$ cat src/per_cpu_page_allocator_with_stealing_macros.svh
// Assertion macros shared by the page allocator RTL.
// Compiled out when SYNTH is defined; no other dependencies.
`ifndef PER_CPU_PAGE_ALLOCATOR_WITH_STEALING_MACROS_SVH
`define PER_CPU_PAGE_ALLOCATOR_WITH_STEALING_MACROS_SVH
`ifndef SYNTH
// Implication check: whenever ante holds, cons must hold in the same cycle.
`define PCPA_ASSERT_IMP(lbl, clk, rst_n, ante, cons, msg) \
	lbl: assert property (@(posedge clk) disable iff (!rst_n) (ante) |-> (cons)) \
		else $error(msg);
// Next-cycle check: whenever ante holds, cons must hold in the next cycle.
`define PCPA_ASSERT_NXT(lbl, clk, rst_n, ante, cons, msg) \
	lbl: assert property (@(posedge clk) disable iff (!rst_n) (ante) |=> (cons)) \
		else $error(msg);
// Plain invariant.
`define PCPA_ASSERT(lbl, clk, rst_n, prop, msg) \
	lbl: assert property (@(posedge clk) disable iff (!rst_n) (prop)) \
		else $error(msg);
`else
`define PCPA_ASSERT_IMP(lbl, clk, rst_n, ante, cons, msg)
`define PCPA_ASSERT_NXT(lbl, clk, rst_n, ante, cons, msg)
`define PCPA_ASSERT(lbl, clk, rst_n, prop, msg)
`endif
`endif

$ cat src/pcpa_pkg.sv
// Shared types and constants of the per-CPU page allocator.
// Used by the link RAM, datapath, controller and top level.
`default_nettype none

package pcpa_pkg;

	localparam int NUM_CPUS        = 8;
	localparam int CPU_W           = $clog2(NUM_CPUS);
	localparam int PAGE_W          = 10;
	localparam int NUM_PAGES_DEF   = 1024;
	localparam int STEAL_BATCH_DEF = 64;

	// stream payload widths
	localparam int IN_TDATA_W  = 16;
	localparam int OUT_TDATA_W = 16;

	// request kinds
	localparam logic ACT_ALLOC = 1'b0;
	localparam logic ACT_FREE  = 1'b1;

	// list link: null flag plus page index
	typedef struct packed {
		logic              is_null;
		logic [PAGE_W-1:0] page;
	} pcpa_link_t;

	localparam pcpa_link_t LINK_NULL = '{is_null: 1'b1, page: '0};

	// controller -> datapath
	typedef struct packed {
		logic accept;
		logic exec_free;
		logic exec_pop;
		logic res_empty;
		logic steal_start;
		logic walk_step;
		logic walk_end;
		logic steal_fix;
	} pcpa_cmd_t;

	// datapath -> controller
	typedef struct packed {
		logic req_free;
		logic own_empty;
		logic victim_found;
		logic walk_more;
		logic out_busy;
	} pcpa_status_t;

endpackage

`default_nettype wire

$ cat src/pcpa_ctrl.sv
// Allocator controller: sequences accept, execute, steal walk and fix-up.
// Depends on pcpa_pkg and the assertion macro header.
`default_nettype none
`include "per_cpu_page_allocator_with_stealing_macros.svh"

module pcpa_ctrl (
	input  wire                         clk,
	input  wire                         arst_n,
	input  wire                         s_axis_tvalid,
	output logic                        s_axis_tready,
	input  wire pcpa_pkg::pcpa_status_t st,
	output pcpa_pkg::pcpa_cmd_t         cmd
);
	import pcpa_pkg::*;

	typedef enum logic [1:0] {
		S_IDLE,
		S_EXEC,
		S_WALK,
		S_FIX
	} state_t;

	state_t state_q;
	state_t state_d;

	// take a request only when idle and the result slot will be free
	assign s_axis_tready = (state_q == S_IDLE) && !st.out_busy;

	// command decode and next state
	always_comb begin
		cmd     = '0;
		state_d = state_q;
		unique case (state_q)
			S_IDLE: begin
				if (s_axis_tvalid && s_axis_tready) begin
					cmd.accept = 1'b1;
					state_d    = S_EXEC;
				end
			end
			S_EXEC: begin
				state_d = S_IDLE;
				if (st.req_free) begin
					cmd.exec_free = 1'b1;
				end else if (!st.own_empty) begin
					cmd.exec_pop = 1'b1;
				end else if (!st.victim_found) begin
					cmd.res_empty = 1'b1;
				end else begin
					cmd.steal_start = 1'b1;
					state_d         = S_WALK;
				end
			end
			S_WALK: begin
				if (st.walk_more) begin
					cmd.walk_step = 1'b1;
				end else begin
					cmd.walk_end = 1'b1;
					state_d      = S_FIX;
				end
			end
			S_FIX: begin
				cmd.steal_fix = 1'b1;
				state_d       = S_IDLE;
			end
			default: begin
				state_d = S_IDLE;
			end
		endcase
	end

	always_ff @(posedge clk or negedge arst_n) begin
		if (!arst_n) begin
			state_q <= S_IDLE;
		end else begin
			state_q <= state_d;
		end
	end

	// an accepted request is executed in the following cycle
	`PCPA_ASSERT_NXT(a_accept_exec, clk, arst_n, s_axis_tvalid && s_axis_tready, state_q == S_EXEC, "accepted request not executed")
	// fix-up always completes the steal
	`PCPA_ASSERT_NXT(a_fix_done, clk, arst_n, state_q == S_FIX, state_q == S_IDLE, "steal fix-up did not finish")

endmodule

`default_nettype wire

$ cat config.mk
export PLATFORM = sky130hd
export DESIGN_NAME = pcpa_ctrl
export DESIGN_NICKNAME = d
export VERILOG_FILES = /design/src/pcpa_pkg.sv /design/src/pcpa_ctrl.sv
export VERILOG_INCLUDE_DIRS = /design/src /design/src/src
export SDC_FILE = /design/constraint.sdc
export NUM_CORES = 1
export LEC_CHECK = 0
export ABC_AREA = 0
export BUFFER_PORTS_ARGS = -buffer_cell sky130_fd_sc_hd__buf_2
export CELL_PAD_IN_SITES_DETAIL_PLACEMENT = 1
export CELL_PAD_IN_SITES_GLOBAL_PLACEMENT = 1
export CORE_AREA = 2 2 39 41
export CTS_CLUSTER_DIAMETER = 150
export DETAILED_ROUTE_END_ITERATION = 10
export DIE_AREA = 0 0 41 43
export PLACE_DENSITY_LB_ADDON = 0.12
export SLEW_MARGIN = 10
export SYNTH_ARGS = -nofsm -noshare
export SYNTH_HDL_FRONTEND = slang
export SYNTH_SLANG_ARGS = --single-unit
$ cat constraint.sdc
create_clock -name clk -period 1.1 [get_ports clk]
set_input_delay 0 -clock clk [delete_from_list [all_inputs] [get_ports clk]]
set_output_delay 0 -clock clk [all_outputs]
set_load 0.02 [all_outputs]
# [Yosys cells after proc, flatten, opt, wreduce, memory -nomap -nowiden]
# Index checks and enable logic that the tools add are counted.
[totals] ff_bits=2 inputBits=8 out_inout_bits=9
[classes] eq_ne=5 n_mux=19 reduce_logical=5
[ops] op="$mux W2" count=7
[ops] op="$mux W1" count=9
[ops] op="$pmux W2 S4" count=1
[ops] op="$eq A2 B2 Y1 const B" count=2
[ops] op="$mux W4" count=1
[ops] op="$mux W3" count=1
[ops] op="$eq A2 B1 Y1 const B" count=1
[ops] op="$logic_and A1 B1 Y1" count=2
[ops] op="$logic_not A2 Y1" count=1
[ops] op="$ne A2 B1 Y1 const B" count=1
[ops] op="$ne A2 B2 Y1 const B" count=1
[ops] op="$reduce_and A2 Y1" count=1
[ops] op="$logic_not A1 Y1" count=1

# [Depth between registers and ports, before layout]
[logic_depth] word_depth=5 depth_mapped=2

# [Least setup slack after synthesis]
# OpenSTA, ideal clock, no wires.
[synth_timing] kind="register -> output" start="register state_q[0]" end="output cmd[7] (netlist bit)" arrival_time_ns=1.219 required_ns=1.100 path_slack_ns=-0.119 path_stages_with_launch=2 path_buffers=0 path_cell_list="dfrtp_1 nor4b_1"
[synth_lines] item="start, declared" line_no="pcpa_ctrl.sv:23" rtl="state_t state_q;"
[synth_lines] item="start signal, assigned" line_no="pcpa_ctrl.sv:75" rtl="state_q <= state_d;"
[synth_lines] item="end, declared" line_no="pcpa_ctrl.sv:12" rtl="output pcpa_pkg::pcpa_cmd_t cmd"

==> results by group <==
Run status
  • Run status: finished with violations
  • Failing checks: setup timing

Placed design
  • Place WS: 0.05774 ns
  • Last weighted congestion value of the routability-driven placer: 0.5500
  • Cell Area, Placed: 282.8 um2
  • Port Buffer Count: 16
  • Placed cells: 52
  • Final HPWL DP: 470.1 um

Final layout
  • Design area: 379.1 um2
  • Fill cell instance count of the final layout: 169
  • Layout Cells excl Fill: 57
  • Fraction of layout cells with a size suffix above 1: 73.17%
  • Leading cell type in the layout, fill and taps excluded: buf_2
  • Area of the multi-input gates: 133.9 um2
  • Area taken by flip-flops and latches: 52.55 um2
  • Antenna Cells: 0
  • Final cell utilization of the core: 27.40%
  • Final layout net count: 51
  • Synth-to-Final Area Change: 133.1%
  • Commonest cells after routing, fill and taps aside: 9 x buf_2, 6 x buf_4, 3 x clkbuf_4

Synthesis
  • Post-synthesis area per instance: 8.561 um2
  • Share of synthesized cell area in full adder, half adder and majority cells: 0%
  • Netlist Area Pre-Place: 162.7 um2
  • Number of different library cells in the post-synthesis netlist: 12
  • Area contributors post-synth: dfrtp_1 31%, nor4b_1 11%, nand4bb_2 10%
  • Xor/xnor share of the synthesized area: 0%
  • Combinational family with the most area after synthesis: simple AND/OR/NAND/NOR gates
  • Area share of the leading cell type in the synthesized netlist: 30.77%
  • Net count after synthesis: 27
  • Complex-gate fraction of the synthesized area: 6.154%
  • Cell count after synthesis: 19
  • Yosys warns: 0
  • Proportion of synthesized area in mux cells: 0%
  • Post-synthesis register bit count: 2
  • Post-synthesis simple-gate area fraction: 58.46%
  • Biggest area consumer among synthesized cells: dfrtp_1
  • Fraction of the yosys area taken by sequential cells: 30.77%

Timing
  • Endpoints failing hold: 0
  • Worst slack on hold paths: 0.06129 ns
  • Worst slew margin: 87.11%
  • RSZ-0062 raised after global routing: yes
  • Highest Clock Rate: 0.8251 GHz
  • Worst clock skew on the final layout: 0.002608 ns
  • Period utilization: 110.2%
  • Number of endpoints failing setup at the final stage: 8
  • Final Max Slew Viols: 0
  • Final setup margin: -0.1120 ns
  • Setup TNS after final layout: -0.5230 ns
  • Worst Tran Pin Value: 0.1928 ns
  • Minimum clock period after layout: 1.212 ns

Critical path
  • Startpoint kind of the worst setup timing path: flop
  • Crit path max-delay cell type: dfrtp_2
  • CP Max Fanout: 7
  • Cells traversed along the worst timing path: or2b_1 -> nor2_1 -> buf_4
  • Reg2reg setup slack: 0.04 ns
  • Buffers and inverters on the worst path: 1
  • Critical path type: reg2out
  • Crit path arrival time: 1.21 ns
  • Top cell family by delay on the critical path: flip-flops
  • Highest cell delay on the worst timing path: 0.46 ns
  • Required time worst endpoint: 1.10 ns
  • Type of destination of the critical path: output port

Routing
  • Number of detailed-routing iterations run before antenna repair: 2
  • Count of unresolved DRC violations after routing: 0
  • Overall via count from detail_route: 229
  • Vias per Instance: 4.018
  • Total routed wirelength: 634 um
  • Average wire per cell in the routed design: 11.12 um
  • Number of violations reported at the end of detailed-routing iteration 0: 2
  • Antenna-violating nets left: 0

Clock network
  • Clock H-tree levels: 1
  • Number of clock sinks: 2
  • Number of buffers between clock root and the deepest sink: 2
  • CTS tree: built
  • Root buffer cell: clkbuf_4
  • Clock insertion delay at the later pin of the skew report: 0.23 ns
  • Number of CTS-inserted buffers: 3
  • Clock slew at the register clock pins of the worst setup and hold paths: 0.03 ns

Floorplanning
  • Starting density of the core: 11.75%
  • Height of the die: 43 um
  • Die width: 41 um
  • Site Rows: 14
  • Floorplan core area: 1384 um2
  • Die area: 1763 um2
  • Num ports: 17

Flow run
  • Number of maximum-capacitance constraint violations: 0

GRT
  • Total congestion overflow: 0
  • Number of antenna violations at the first check in global routing: 0
  • Vias in the first global route: 247
  • Largest net degree at the start of global routing: 9
  • Wire length of the first global-routing pass: 1007 um
  • All-Layer GR Usage: 9.218%

Pwr
  • Total leakage power: 0.1820 nW
  • Total Power: 0.5201 mW
  • Power per cell area: 1372 nW/um2
  • VDD IR max: 0.2728 mV

Hold path
  • Worst hold-check path type: in2reg
==> worst reg2reg max path, stage by stage (launching register included) <==
cell and delay, ns:
dfrtp_2 0.43, or3b_1 0.38, a21oi_1 0.16
==> path summary, 6_finish.rpt <==
| path | from | to | cells after the start |
|---|---|---|---|
| worst min register to register | state_q[0]$_DFFE_PN0P_ | state_q[0]$_DFFE_PN0P_ | 1 |
| worst max-delay path | state_q[0]$_DFFE_PN0P_ | cmd[1] | 3 |
| worst max register to register | flop | state_q[0]$_DFFE_PN0P_ | 2 |
| worst min-delay path | st[1] | state_q[0]$_DFFE_PN0P_ | 3 |
| min in group asynchronous | arst_n | state_q[0]$_DFFE_PN0P_ | 2 |
| max in group asynchronous | arst_n | async pin | 2 |
==> repair_timing <==
item                       in CTS  in global routing
pin swaps                       1                  1
setup endpoints to repair       9                 10
gates resized for setup         9                  5
hold buffers                    1                  0
hold endpoints to repair        2                  0
setup buffers                   0                  1
==> layout make-up <==
class	count	area share, %
repair buffers	19	37.62
flip-flops and latches	2	13.86
multi-input cells	15	35.31
inverters	2	1.980
well taps	16	5.281
clock buffers	3	5.941
==> synth_stat cells <==
cell and instances:
nor2_1 4, dfrtp_1 2, inv_1 2, nor4b_1 2, or2b_1 2, a21oi_1 1
and2_2 1, and3b_2 1, nand4bb_2 1, nor3_1 1, o21ai_0 1, or3b_1 1
==> per-layer routing <==
metal	track usage, %	up-vias	part of all wire [%]
met4	6.000	0	1.1
met1	7.987	102	37
met3	6.806	2	12
met5	0	-	0
met2	14.06	13	50
li1	-	112	-
==> cell families after synthesis <==
kind of cell | count (synthesis)
AO/OA/AOI/OAI | 2
buffers and inverters | 2
AND/OR/NAND/NOR | 13
flip-flops | 2
==> power by group <==
| part | total (mW) | switching, mW | internal [mW] |
|---|---|---|---|
| combinational | 0.227 | 0.0983 | 0.129 |
| sequential | 0.126 | 0.0342 | 0.0922 |
| clock | 0.167 | 0.0460 | 0.121 |
Note: power is estimated with default switching activity, not from simulation.
